### src/sv/bsps_pkg.sv
// Shared types and constants of the bitmap set-pixel scanner.
`timescale 1ns / 1ps
package bsps_pkg;

  localparam int MAX_WIDTH  = 4096;
  localparam int MAX_HEIGHT = 4096;

  localparam int ADDR_W = 4;
  localparam int DATA_W = 32;

  localparam logic [1:0] REG_WIDTH  = 2'd0;
  localparam logic [1:0] REG_HEIGHT = 2'd1;
  localparam logic [1:0] REG_STRIDE = 2'd2;
  localparam logic [1:0] REG_INVERT = 2'd3;

  localparam logic [12:0] WIDTH_RST  = 13'd8;
  localparam logic [12:0] HEIGHT_RST = 13'd1;
  localparam logic [10:0] STRIDE_RST = 11'd1;
  localparam logic [7:0]  INVERT_RST = 8'h00;

  localparam logic [10:0] STRIDE_MAX = 11'd1024;
  localparam logic [12:0] ROW_SAT    = 13'h1fff;

  typedef struct packed {
    logic [7:0] data_byte;
    logic       frame_start;
  } in_t;

  typedef struct packed {
    logic [11:0] pixel_row;
    logic [11:0] pixel_column;
    logic        last_of_byte;
  } out_t;

endpackage

### src/sv/bitmap_set_pixel_scanner_unit.sv
// Bitmap set-pixel scanner: turns 1-bit-per-pixel bytes into coordinates of set pixels.
`timescale 1ns / 1ps
// A byte is taken and then shifted out of an 8-bit scan register, MSB first, one pixel per cycle
// while a set pixel is not held by a stalled output; each set pixel becomes one result in the
// output register. The scan ends at the byte's last set pixel; a byte with no selected pixel,
// a padding byte or a byte of a row past the height is not loaded into the scan register. The
// next byte is taken in the cycle its predecessor's last pixel leaves the scan register.
// Configuration registers: width_pixels at 0x0, height_pixels at 0x4, bytes_per_row at 0x8,
// invert_mask at 0xc.
module bitmap_set_pixel_scanner_unit (
  input  logic                        clk,
  input  logic                        rst_n,
  input  logic                        in_valid,
  output logic                        in_ready,
  input  bsps_pkg::in_t               in_data,
  output logic                        out_valid,
  input  logic                        out_ready,
  output bsps_pkg::out_t              out_data,
  input  logic                        psel,
  input  logic                        penable,
  input  logic                        pwrite,
  input  logic [bsps_pkg::ADDR_W-1:0] paddr,
  input  logic [bsps_pkg::DATA_W-1:0] pwdata,
  output logic [bsps_pkg::DATA_W-1:0] prdata,
  output logic                        pready
);
  import bsps_pkg::*;

  localparam logic [12:0] W_CLAMP = 13'(MAX_WIDTH);
  localparam logic [12:0] H_CLAMP = 13'(MAX_HEIGHT);

  logic [12:0] width_r;
  logic [12:0] height_r;
  logic [10:0] stride_r;
  logic [7:0]  invert_r;

  logic [12:0] row_pos_r;
  logic [9:0]  byte_pos_r;

  logic        busy_r;
  logic [7:0]  shift_r;
  logic [11:0] col_r;
  logic [11:0] row_out_r;
  logic        out_valid_r;
  out_t        out_data_r;

  logic        cfg_wr;
  logic        bit_set;
  logic        rest_zero;
  logic        slot_free;
  logic        step;
  logic        last_step;
  logic        emit;
  logic        in_acc;
  logic        load;
  logic        active;
  logic [12:0] row_cur;
  logic [9:0]  byte_cur;
  logic [12:0] col_base;
  logic [12:0] eff_w;
  logic [12:0] eff_h;
  logic [12:0] rem;
  logic [7:0]  mask;
  logic [7:0]  val;
  logic [10:0] stride_eff;
  logic [10:0] byte_inc;

  assign pready = 1'b1;
  assign cfg_wr = psel && penable && pwrite;

  always_comb begin
    unique case (paddr[3:2])
      REG_WIDTH:  prdata = 32'(width_r);
      REG_HEIGHT: prdata = 32'(height_r);
      REG_STRIDE: prdata = 32'(stride_r);
      REG_INVERT: prdata = 32'(invert_r);
      default:    prdata = '0;
    endcase
  end

  always_ff @(posedge clk) begin
    if (!rst_n) begin
      width_r  <= WIDTH_RST;
      height_r <= HEIGHT_RST;
      stride_r <= STRIDE_RST;
      invert_r <= INVERT_RST;
    end else if (cfg_wr) begin
      unique case (paddr[3:2])
        REG_WIDTH:  width_r  <= pwdata[12:0];
        REG_HEIGHT: height_r <= pwdata[12:0];
        REG_STRIDE: stride_r <= pwdata[10:0];
        REG_INVERT: invert_r <= pwdata[7:0];
        default: ;
      endcase
    end
  end

  assign bit_set   = shift_r[7];
  assign rest_zero = (shift_r[6:0] == 7'd0);
  assign slot_free = !out_valid_r || out_ready;
  assign step      = busy_r && (!bit_set || slot_free);
  assign last_step = step && rest_zero;
  assign emit      = step && bit_set;
  assign in_ready  = !busy_r || last_step;
  assign in_acc    = in_valid && in_ready;

  always_comb begin
    row_cur    = in_data.frame_start ? 13'd0 : row_pos_r;
    byte_cur   = in_data.frame_start ? 10'd0 : byte_pos_r;
    col_base   = {byte_cur, 3'b000};
    eff_w      = (width_r > W_CLAMP) ? W_CLAMP : width_r;
    eff_h      = (height_r > H_CLAMP) ? H_CLAMP : height_r;
    active     = (row_cur < eff_h) && (col_base < eff_w);
    rem        = eff_w - col_base;
    mask       = (rem < 13'd8) ? ~(8'hff >> rem[2:0]) : 8'hff;
    val        = (in_data.data_byte ^ invert_r) & mask;
    load       = in_acc && active && (val != 8'h00);
    stride_eff = (stride_r == 11'd0) ? 11'd1 :
                 (stride_r > STRIDE_MAX) ? STRIDE_MAX : stride_r;
    byte_inc   = {1'b0, byte_cur} + 11'd1;
  end

  always_ff @(posedge clk) begin
    if (!rst_n) begin
      row_pos_r   <= '0;
      byte_pos_r  <= '0;
      busy_r      <= 1'b0;
      out_valid_r <= 1'b0;
    end else begin
      if (in_acc) begin
        if (byte_inc >= stride_eff) begin
          byte_pos_r <= '0;
          row_pos_r  <= (row_cur < ROW_SAT) ? row_cur + 13'd1 : row_cur;
        end else begin
          byte_pos_r <= byte_inc[9:0];
          row_pos_r  <= row_cur;
        end
      end
      if (load) begin
        busy_r <= 1'b1;
      end else if (last_step) begin
        busy_r <= 1'b0;
      end
      if (emit) begin
        out_valid_r <= 1'b1;
      end else if (out_ready) begin
        out_valid_r <= 1'b0;
      end
    end
  end

  always_ff @(posedge clk) begin
    if (load) begin
      shift_r   <= val;
      col_r     <= col_base[11:0];
      row_out_r <= row_cur[11:0];
    end else if (step) begin
      shift_r <= {shift_r[6:0], 1'b0};
      col_r   <= col_r + 12'd1;
    end
    if (emit) begin
      out_data_r.pixel_row    <= row_out_r;
      out_data_r.pixel_column <= col_r;
      out_data_r.last_of_byte <= rest_zero;
    end
  end

  assign out_valid = out_valid_r;
  assign out_data  = out_data_r;

endmodule

### config.mk
export PLATFORM = sky130hd
export DESIGN_NAME = bitmap_set_pixel_scanner_unit
export DESIGN_NICKNAME = d
export VERILOG_FILES = /design/src/sv/bsps_pkg.sv /design/src/sv/bitmap_set_pixel_scanner_unit.sv
export SDC_FILE = /design/constraint.sdc
export NUM_CORES = 1
export LEC_CHECK = 0
export ABC_AREA = 1
export BUFFER_PORTS_ARGS = -buffer_cell sky130_fd_sc_hd__buf_2
export CAP_MARGIN = 20
export CELL_PAD_IN_SITES_DETAIL_PLACEMENT = 1
export CELL_PAD_IN_SITES_GLOBAL_PLACEMENT = 1
export CORE_MARGIN = 2
export CORE_UTILIZATION = 35
export DETAILED_ROUTE_END_ITERATION = 7
export PLACE_DENSITY = 0.82
export SYNTH_ARGS = -nofsm -noshare
export SYNTH_HDL_FRONTEND = slang
export SYNTH_SLANG_ARGS = --single-unit
### constraint.sdc
create_clock -name clk -period 3.8 [get_ports clk]
set_input_delay 0.19 -clock clk [delete_from_list [all_inputs] [get_ports clk]]
set_output_delay 0.19 -clock clk [all_outputs]
set_load 0.05 [all_outputs]
==> results summary, run 1 <==
The TritonCTS buffer count came out at 17. The count of mapped cells out of synthesis came out at 960. The starting utilization of the core area is 35.82%. The number of hold-repair buffers added at the cts stage came out at 0. The worst setup path is captured at a flop.

The first-pass GRT wire length is 35.02 mm. The number of buffers on the longest clock path came out at 2. The maximum resistive drop on vdd came out at 0.3071 mV.

The proportion of register bits with asynchronous set or reset after synthesis is 0%. The detail route stage leaves a number of antenna-violating nets equal to 0. Leaving out fill and tap cells, the most frequent cells in the layout are 199 x nand2_1, 117 x inv_1, 115 x nor2_1. The first TritonRoute pass finished after 5 iterations. The site row count is 52. The number of flops mapped to enable cells by yosys came out at 54. The signal arrival time at the worst endpoint is 3680 ps. The fraction of layout instances using a drive strength above 1 is 15.17%. The area after detailed placement is 7968 µm². The flow ran to the end, and the final reports show no timing, DRC or antenna violations. The final weighted congestion of routability-driven global placement came out at 0.8670. The path class of the tightest hold or removal check is primary input to flop. The HPWL after detailed placement came out at 16.59 mm. The x dimension of the die came out at 148.1 µm. The number of failing setup endpoints in the final timing report came out at 0. The critical path data required time is 3900 ps. For the pin with the worst max-slew slack, the measured transition is 945.0 ps. The count of clock tree sinks is 127. The later pin in the worst-skew pair is clocked with a latency of 430 ps. During I/O placement, the number of pins put on the boundary was 112. The max-cap check violation count came out at 0. The initial antenna violation count came out at 0. The count of cells resized by post-cts repair came out at 0. The setup TNS came out at 0 ps.

Entering global routing, the biggest net connects 56 pins. The startpoint-to-endpoint class of the critical path is flop to flop. The net count of the finished layout is 1137. The analysis attributes to net switching a power of 1.345 mW. The post-route minimum period is 3583 ps. The cell area after synthesis is 7272 µm². The sequential cell area fraction in the yosys report is 42.40%.

The post-detailed-routing wire length came out at 21.73 mm. The count of vias placed by the detailed router came out at 6687. The worst path uses 94.28% of the clock period. After global routing the overflow that remains totals 0. The timing-limited maximum frequency is 0.2791 GHz. The routed wire length per instance came out at 16.33 µm. The post-detailed-route DRC marker count came out at 0. The antenna diode count is 0. After the first detailed-routing iteration, the DRC count stood at 344. Leaving out fill and tap cells, the most frequent cell in the layout is nand2_1. The power per unit of standard cell area came out at 484.2 nW/µm². The sequential power share is 40.3%. In this run the post-CTS setup repair buffer count came out at 0.

During synthesis, Yosys emitted a total of 0 warnings. The area enclosed by the die boundary is 21950 µm². The internal power came out at 2.810 mW. The final hold violation count came out at 0.

The critical path goes through nor4_1 -> nand3_1 -> nand2_2 -> nand2_1 -> ha_1 -> nand2_1 -> inv_1 -> nand3_1 -> a31oi_1 -> a2111oi_0 -> nand2_1 -> nor3_4 -> nand2_8 -> inv_2. The most common cell type on the critical path is nand2_1. The finished layout cell area is 8581 µm².

The clock arrives with 7.205 ps of skew. The synthesis-stage register bit count came out at 127. The cell sitting at the root of the clock tree is a clkbuf_16.

The per-cell via count in the routed design came out at 5.024. The core region is 20300 µm². The worst slew slack as a fraction of its limit is 36.93%. The fraction of power spent switching nets came out at 32.36%. The count of buffers added on input and output ports is 70.

For this run, the total global-route usage over all layers was measured as 20.22%. Setup repair after global routing could not meet its margin everywhere. The kind of start point of the critical path is a flop. The clock power share is 38.6%. The leakage power of the design is 3.846 nW. The final cell count without fillers came out at 1331. In this run, placement finished with an instance count of 1299.

The clock tree synthesis step divided the H-tree into 4 levels. The overall die height came out at 148.1 µm. The cell with the biggest individual delay on the critical path is nor4_1. The minimum setup slack in the final design is 217.3 ps. The share of total power dissipated in combinational logic is 21.2%. The CTS tree is yes.

In the synthesized netlist the dominant register cell turns out to be dfxtp_1. The number of pins exceeding their max-slew limit in the final report came out at 0. The delay of the slowest cell on the worst path is 580 ps. The worst slack at placement came out at 87.40 ps. The average cell area after synthesis is 7.575 µm².

The maximum fanout along the worst path is 15. The distinct cell type count after synthesis is 45. After clock tree synthesis, the clock-pin slew on the worst setup and hold paths is 60 ps. The area growth from synthesis to final layout is 18.00%. The number of global-route vias before repair is 6825.
metal layers:
layer  vias to the layer above  track usage [%]  part of all wire [%]  wire length (µm)
met2                       145            34.56                    48             10440
met3                        33            3.497                   3.9               840
met1                      3185            25.79                    46              9987
li1                       3324                -                     -                 -
met4                         0            7.095                   2.1               462
met5                         -                0                     0                 0
power groups by stage:
stage | Clock [mW] | Combinational (mW) | Sequential (mW)
final | 1.60 | 0.879 | 1.67
after global routing | 1.68 | 0.972 | 1.69
after CTS | 1.63 | 0.873 | 1.67
after detailed placement | 0 | 0.865 | 1.70
after global placement | 0 | 0.839 | 1.69
after floorplan | 0 | 0.569 | 1.76
through the flow:
| stage | total power [mW] | util [%] | hold WS, ps |
|---|---|---|---|
| after floorplan | 2.325 | - | 316.3 |
| after CTS | 4.173 | 42.10 | 8.211 |
| after detailed placement | 2.567 | 39.25 | 406.3 |
| final | 4.155 | 42.27 | 13.37 |
| after global placement | 2.531 | 39.25 | 403.6 |
| after global routing | 4.345 | 42.27 | 26.04 |
layout make-up:
class | instances | area, µm²
repair buffers | 98 | 560.5
clock inverters | 11 | 106.4
flip-flops and latches | 127 | 3083
clock buffers | 21 | 471.7
fillers | 2537 | 11720
well taps | 270 | 337.8
multi-input cells | 678 | 3548
inverters | 126 | 473.0
cell usage after synthesis (2+ instances only):
cell / n / area share (%)
nand2_1: 200 / 10
inv_1: 118 / 6.1
nor2_1: 117 / 6.0
o21ai_0: 75 / 5.2
dfxtp_1: 73 / 20
a21oi_1: 64 / 4.4
edfxtp_1: 54 / 22
nand3_1: 46 / 3.2
ha_1: 36 / 6.2
buf_4: 21 / 2.2
nor3_1: 20 / 1.4
clkbuf_1: 18 / 0.93
nand4_1: 16 / 1.4
xor2_1: 11 / 1.3
a211oi_1: 10 / 1.0
nor4_1: 9 / 0.77
inv_2: 7 / 0.36
nand3b_1: 7 / 0.72
buf_2: 6 / 0.41
nor2_2: 6 / 0.52
a31oi_1: 4 / 0.34
o21ai_1: 4 / 0.28
xnor2_1: 4 / 0.48
nand2_2: 3 / 0.26
nor2_4: 3 / 0.46
nor3b_1: 3 / 0.31
o221ai_1: 3 / 0.36
conb_1: 2 / 0.10
o2111ai_1: 2 / 0.24
o211ai_1: 2 / 0.21
o22ai_1: 2 / 0.17
sequential cells by signal, indices dropped and copies added (netlist names):
name        count
col_r          12
width_r        13
height_r       13
byte_pos_r     10
busy_r          1
invert_r        8
out_valid       1
shift_r         8
row_pos_r      13
row_out_r      12
stride_r       11
out_data       25
final timing paths:
kind	startpoint	endpoint	slack [ps]	depth (start not counted)
setup / recovery	height_r[4]	row_out_r[11]	220	14
hold / removal	pwdata[11]	height_r[11]	10	3
setup reg to reg	height_r[4]	row_out_r[11]	220	14
hold reg to reg	row_out_r[4]	out_data[17]	420	0
cells by family after synthesis:
family | count (synthesis) | share of synthesized area [%]
AND/OR/NAND/NOR | 435 | 26.22
adder cells (fa/ha/maj) | 37 | 6.469
XOR/XNOR | 15 | 1.807
flip-flops | 127 | 42.40
other | 2 | 0.1033
AO/OA/AOI/OAI | 170 | 12.65
buffers and inverters | 173 | 10.22
multiplexers | 1 | 0.1377
worst max-delay path, delay by kind of cell (launching register included):
kind	cells	cell delay, ps
AOI/OAI and AO/OA	2	380
adders and majority gates	1	290
DFF	1	380
buffers and inverters	2	330
and+or+nand+nor	9	1870
Power figures use the tool's default switching activity.
==> run 2, diff against run 1 <==
- ABC_AREA: 1 -> default
- PLACE_DENSITY: 0.82 -> 0.79
==> run 2 against run 1 <==
Effect of this change: routed wire length shrank 1.7%; critical endpoint is now col_r[4]; critical path type unchanged; via count shrank 9.0%; utilization shrank 0.11 points.
==> results summary, run 2 <==
The die is 149.4 µm tall. Ranked by total cell area, the synthesized netlist is headed by edfxtp_1 22%, dfxtp_1 20%, nand2_1 7.7%, ha_1 6.1%, a21boi_0 5.1%. The flip-flop count of the largest register, all copies and words added is 25. TritonCTS built the clock tree.

The number of warnings printed during yosys synthesis came out at 0. The sequential cell area fraction in the yosys report is 41.68%. The TritonCTS buffer count came out at 17. The final hold violation count came out at 0.

The fraction of layout instances using a drive strength above 1 came out at 18.87%. Of the available clock period, the critical path in the final layout requires 95.80%. The slowest stage of the critical path is the or4b_4 cell. Leaving out fill and tap cells, the most frequent cell in the layout is nand2_1. The routed layout has 6086 vias.

The total power is 4.156 mW. The synthesis-stage register bit count is 127. The area enclosed by the die boundary is 22310 µm². The count of input and output buffers came out at 70. The number of global-route vias before repair is 6168. The HPWL after detailed placement is 15.77 mm. IR analysis of the VDD net gives a maximum drop of 0.3214 mV.

The average cell area after synthesis is 9.399 µm². The detailed router's first-iteration violation count came out at 335. The repair_antennas step left the layout with diodes totalling 0. The x dimension of the die came out at 149.4 µm. Among all flip-flop cells after synthesis, the most frequent one is dfxtp_1. The clock input transition at the sequential cells of the worst setup and hold paths came out at 60 ps. No sink is reached through more buffers than the 2 on the longest clock path. The critical path goes through nand2b_1 -> inv_1 -> ha_1 -> inv_1 -> fa_1 -> xnor2_1 -> or4b_4 -> a2111oi_4 -> nand4_4 -> o311ai_4 -> and2_4 -> inv_6 -> or2_4.

The cell area after synthesis is 7397 µm². The maximum fanout along the worst path is 17. Among the stages of the critical path, the cell type that occurs most often is inv_1.

The final global-route overflow total came out at 0. The post-route minimum period is 3640 ps. The tree built by TritonCTS fans out to 127 sinks. Across the run, the number of max-cap violations was 0.

The area share of the largest cell type after synthesis came out at 21.92%. In the layout the commonest cells are 151 x nand2_1, 73 x dfxtp_1, 70 x buf_2. The flow ran to the end, and the final reports show no timing, DRC or antenna violations.

The placeable core region came out at 20890 µm². The worst slew slack as a fraction of its limit is 36.55%. Ranked by instance count, the synthesized netlist is headed by 151 x nand2_1, 73 x dfxtp_1, 54 x edfxtp_1, 50 x a21boi_0, 38 x nor2b_1.

The number of post-CTS setup repair buffers is 0. The cell taking the most area after synthesis is edfxtp_1. The area growth from synthesis to layout is 19.05%.

The number of hold-repair buffers added at the cts stage is 0. The critical path data required time is 3960 ps. The area after detailed placement came out at 8143 µm². The first global-routing pass estimated 33.69 mm of wire.

The number of failing setup endpoints in the final timing report came out at 0. The site row count came out at 53. The number of pins exceeding their max-slew limit in the final report is 0. The starting utilization of the core area came out at 35.41%.

The count of mapped cells out of synthesis came out at 787. The per-cell via count in the routed design is 5.247. The finished layout cell area is 8806 µm².

The delay of the slowest cell on the worst path came out at 510 ps. The first-pass iteration count of the detailed router is 5. STA classifies the critical path endpoint as a flop. The number of nets still failing antenna checks after routing came out at 0.

The number of flops mapped to enable cells by yosys came out at 54. After detailed placement, the design holds a cell count of 1127. CTS placed an instance of clkbuf_16 at the clock tree root.

The worst setup path is launched from a flop. The fraction of the core area covered by cells at the end of the flow came out at 42.16%. The signal arrival time at the worst endpoint came out at 3800 ps. The number of nets in the finished design came out at 961. In the global route stage, overall resource usage came out at 19.56%.

The cell with the most instances after synthesis is nand2_1. The maximum level of the CTS H-tree is 4. At the pin with the least slew margin, the transition time is 948.2 ps.

The initial antenna violation count came out at 0. The distinct cell type count after synthesis is 71. After filler insertion, the fill cell instance count of the layout stands at 2410. For the final routed database, the setup TNS stands at 0 ps.

The count of pins on the block boundary came out at 112. The final weighted congestion of routability-driven global placement came out at 0.8692. The leakage power of the design came out at 3.438 nW. For this design the ratio of total power to cell area is 471.9 nW/µm².

The proportion of register bits with asynchronous set or reset after synthesis is 0%. The post-detailed-route DRC marker count is 0. By startpoint and endpoint, the worst setup path is classified as flop to flop.

The post-detailed-routing wire length came out at 21.36 mm. Static timing analysis puts the maximum clock frequency at 0.2747 GHz. The clock arrives with 8.973 ps of skew. The routed wire length per instance came out at 18.41 µm. The maximum number of pins on one net before global-route repair is 46. Clock latency on the worst-skew pair, taken at its later pin, is 430 ps.

The final cell count without fillers is 1160. The worst min-delay path category is primary input to flop.
-- run 2: area by class of cell --
| class | instances | area (µm²) | share of cell area (%) |
|---|---|---|---|
| multi-input combinational | 604 | 4058 | 46.08 |
| sequential | 127 | 3083 | 35.01 |
| timing repair buffer | 105 | 655.6 | 7.445 |
| clock buffer | 18 | 429.2 | 4.874 |
| tap | 275 | 344.1 | 3.907 |
| clock inverter | 14 | 167.7 | 1.904 |
| inverter | 17 | 68.82 | 0.7815 |
-- run 2: final timing paths --
check,startpoint,to,slack [ps],cells after the start
hold / removal,pwdata[11],height_r[11],50,3
setup / recovery,byte_pos_r[0],col_r[4],160,13
setup reg to reg,byte_pos_r[0],col_r[4],160,13
hold reg to reg,row_out_r[1],out_data[14],420,0
-- run 2: metrics by stage --
| stage | setup slack [ps] | hold slack [ps] |
|---|---|---|
| after floorplan | 109.0 | 314.0 |
| after global placement | 94.25 | 405.2 |
| after detailed placement | -29.88 | 405.7 |
| after CTS | 30.59 | 47.62 |
| after global routing | -26.40 | 53.00 |
| final | 159.7 | 49.38 |
-- run 2: logic make-up after synthesis --
logic type	Yosys count	share of synthesized area, %
AO/OA/AOI/OAI	140	14.11
multiplexers	40	6.969
AND/OR/NAND/NOR	338	22.38
flip-flops	127	41.68
adder cells (fa/ha/maj)	37	6.360
XOR/XNOR	29	3.434
other	2	0.1015
buffers and inverters	74	4.973
-- run 2: timing repair --
item / 4_1_cts / 5_1_grt
pin swaps: 1 / 3
resized for setup: 3 / 5
setup endpoints to repair: 29 / 47
-- run 2: critical path: cells and delay by family, from the launching register on --
family	cells	cell delay (ps)
AO/OA/AOI/OAI	2	630
flip-flops	1	360
buffers and inverters	3	230
adder cells (fa/ha/maj)	2	600
XOR/XNOR	1	250
AND/OR/NAND/NOR	5	1310
-- run 2: routing by layer --
metal | track usage [%] | wire length [µm] | part of all wire, % | vias to the layer above
li1 | - | - | - | 2931
met1 | 26.03 | 9889 | 46 | 2954
met2 | 32.11 | 10060 | 47 | 165
met3 | 3.180 | 919 | 4.3 | 36
met4 | 7.048 | 488 | 2.3 | 0
met5 | 0 | 0 | 0 | -
-- run 2: where the power goes --
part | internal, mW | leakage [nW] | switching, mW | total (mW)
combinational | 0.251 | 2.03 | 0.513 | 0.764
sequential | 1.63 | 1.12 | 0.0917 | 1.72
clock | 1.03 | 0.288 | 0.642 | 1.67
total | 2.91 | 3.44 | 1.25 | 4.16
==> run 3, diff against run 2 <==
- PLACE_DENSITY: 0.79 -> default
- PLACE_DENSITY_LB_ADDON: default -> 0.2
==> run 3 against run 2 <==
Effect of this change: register-to-register slack about the same; critical path type unchanged; total power hardly changed; non-clock buffer count up 2; design area increased by 0.34%; die area is the same; utilization is 0.14 points higher.
==> results summary, run 3 (same netlist as run 2, synthesis figures left out) <==
The flow ran to the end, and the final reports show no timing, DRC or antenna violations. The routed wire length per instance came out at 18.40 µm. The post-route minimum period is 3626 ps. The count of pins on the block boundary is 112. The site row count came out at 53. The cell at the root of the clock tree is clkbuf_16. The count of clock tree sinks is 127.

At the worst endpoint, the required time is 3970 ps. Clock tree synthesis inserted a total of 17 buffers. The worst setup skew after layout is 12.25 ps. The top cell types in the final layout, fill and taps aside, are 151 x nand2_1, 73 x dfxtp_1, 70 x buf_2. The all-layer global routing usage came out at 19.65%. IR analysis of the VDD net gives a maximum drop of 0.3129 mV. The number of global-route vias before repair is 6257. The number of pins exceeding their max-slew limit in the final report is 0. The per-cell via count in the routed design came out at 5.270. The fraction of the core area covered by cells at the end of the flow came out at 42.30%. The final cell count without fillers is 1163.

The HPWL after detailed placement is 16.33 mm. The initial antenna violation count is 0. For this design the static power due to leakage is 3.451 nW.

The timing-limited maximum frequency is 0.2758 GHz. The starting utilization of the core area is 35.41%. The library cell used most frequently in the layout, excluding fill and tap cells, is nand2_1. The clock input transition at the sequential cells of the worst setup and hold paths came out at 70 ps.

CTS built an H-tree with a depth of 4. Setup repair after global routing left no endpoint under its margin. The final hold violation count is 0. The antenna diode count is 0. The final period utilization is 95.42%. The max-cap check violation count came out at 0. The worst setup path is launched from a flop.

The first-pass iteration count of the detailed router came out at 4. The power per unit of standard cell area is 470.7 nW/µm². The number of nets in the finished design came out at 964. The total placed cells including tap cells came out at 1127. The flip-flop count of the largest register, all copies and words added is 25. The worst hold path belongs to the class primary input to flop. The first-pass GRT wire length came out at 33.86 mm.

The placeable core region is 20890 µm². The maximum number of pins on one net before global-route repair came out at 55. The detailed router's first-iteration violation count came out at 311.

The worst slew slack as a fraction of its limit is 34.36%. The routed layout has 6129 vias. The overall die height came out at 149.4 µm. The CTS tree is yes. The count of nets left with antenna violations once routing finished came out at 0. The signal arrival time at the worst endpoint is 3790 ps. The total power is 4.159 mW.

Of the cells placed in the final design, the portion with a size suffix greater than 1 is 20.05%. The post-detailed-routing wire length is 21.40 mm. The kind of capture point of the worst setup path is a flop.

The transition time at the pin with the least slew margin is 981.0 ps. The critical path is of the flop to flop type. The setup TNS came out at 0 ps. The area growth from synthesis to final layout came out at 19.45%. The area enclosed by the die boundary is 22310 µm². The number of buffers on the longest clock path came out at 2.

The x dimension of the die came out at 149.4 µm. Summed over all layers, the global routing overflow is 0. Routability-driven placement finished with a final weighted congestion of 0.9102. The later-pin clock latency in the skew report is 430 ps. The number of failing setup endpoints in the final timing report is 0. The count of input and output buffers is 70.

The post-detailed-route DRC marker count is 0. Along the worst path, the maximum fanout reaches 9.
## run 3: changes by cell type in the layout (fill, tap and decap cells not counted), moves of 2 or more
| cell | previous run | this run |
|---|---|---|
| buf_4 | 32 | 35 |
| clkinv_2 | 3 | 0 |
| inv_8 | 0 | 2 |
| inv_6 | 3 | 7 |
## run 3: layout make-up
cell class | instances | area, µm²
clock buffer | 17 | 425.4
clock inverter | 15 | 175.2
fill | 2416 | 12050
inverter | 17 | 68.82
multi-input combinational | 605 | 4081
sequential | 127 | 3083
tap | 275 | 344.1
timing repair buffer | 107 | 658.1
## run 3: worst paths after layout
kind,start,to,slack (ps),cells after the start
hold reg to reg,row_out_r[6],out_data[19],420,0
hold / removal,pwdata[11],width_r[11],40,3
setup reg to reg,width_r[3],col_r[3],170,12
setup / recovery,width_r[3],col_r[3],170,12
## run 3: worst max-delay path, stage by stage, from the launching register on
cell       delay (ps)
dfxtp_1           330
nor4_2            320
nand4_1           150
a21boi_2          180
ha_2              290
nor2b_1           160
or4b_4            540
a2111oi_4         410
nand4_4           170
o311ai_4          250
and2_4            210
inv_6              50
or2_4             290
## run 3: metrics by stage
stage | worst slack [ps] | instance area, µm² | hold slack [ps]
floorplan | 109.0 | 7470 | 314.0
global placement | 51.39 | 8140 | 410.1
detailed placement | -100.2 | 8140 | 406.3
CTS | 19.52 | 8753 | 24.61
global route | 29.30 | 8836 | 53.89
finish | 174.1 | 8836 | 35.79
## run 3: what timing repair did
item | CTS | global route
hold buffers | 0 | 0
pin swaps | 1 | 2
buffers inserted | 0 | 2
resized for setup | 4 | 9
setup endpoints to repair | 30 | 45
cloned | 0 | 1
## run 3: metal layers
| layer | routed length, µm | global-route usage [%] | up-vias |
|---|---|---|---|
| met5 | 0 | 0 | - |
| met4 | 795 | 9.762 | 0 |
| met3 | 710 | 3.180 | 43 |
| met2 | 9879 | 31.31 | 135 |
| met1 | 10010 | 25.86 | 3000 |
| li1 | - | - | 2951 |
## run 3: power breakdown
group | leakage [nW] | internal [mW] | switching [mW]
registers | 1.12 | 1.63 | 0.0900
logic | 2.05 | 0.253 | 0.505
clock network | 0.286 | 0.988 | 0.696
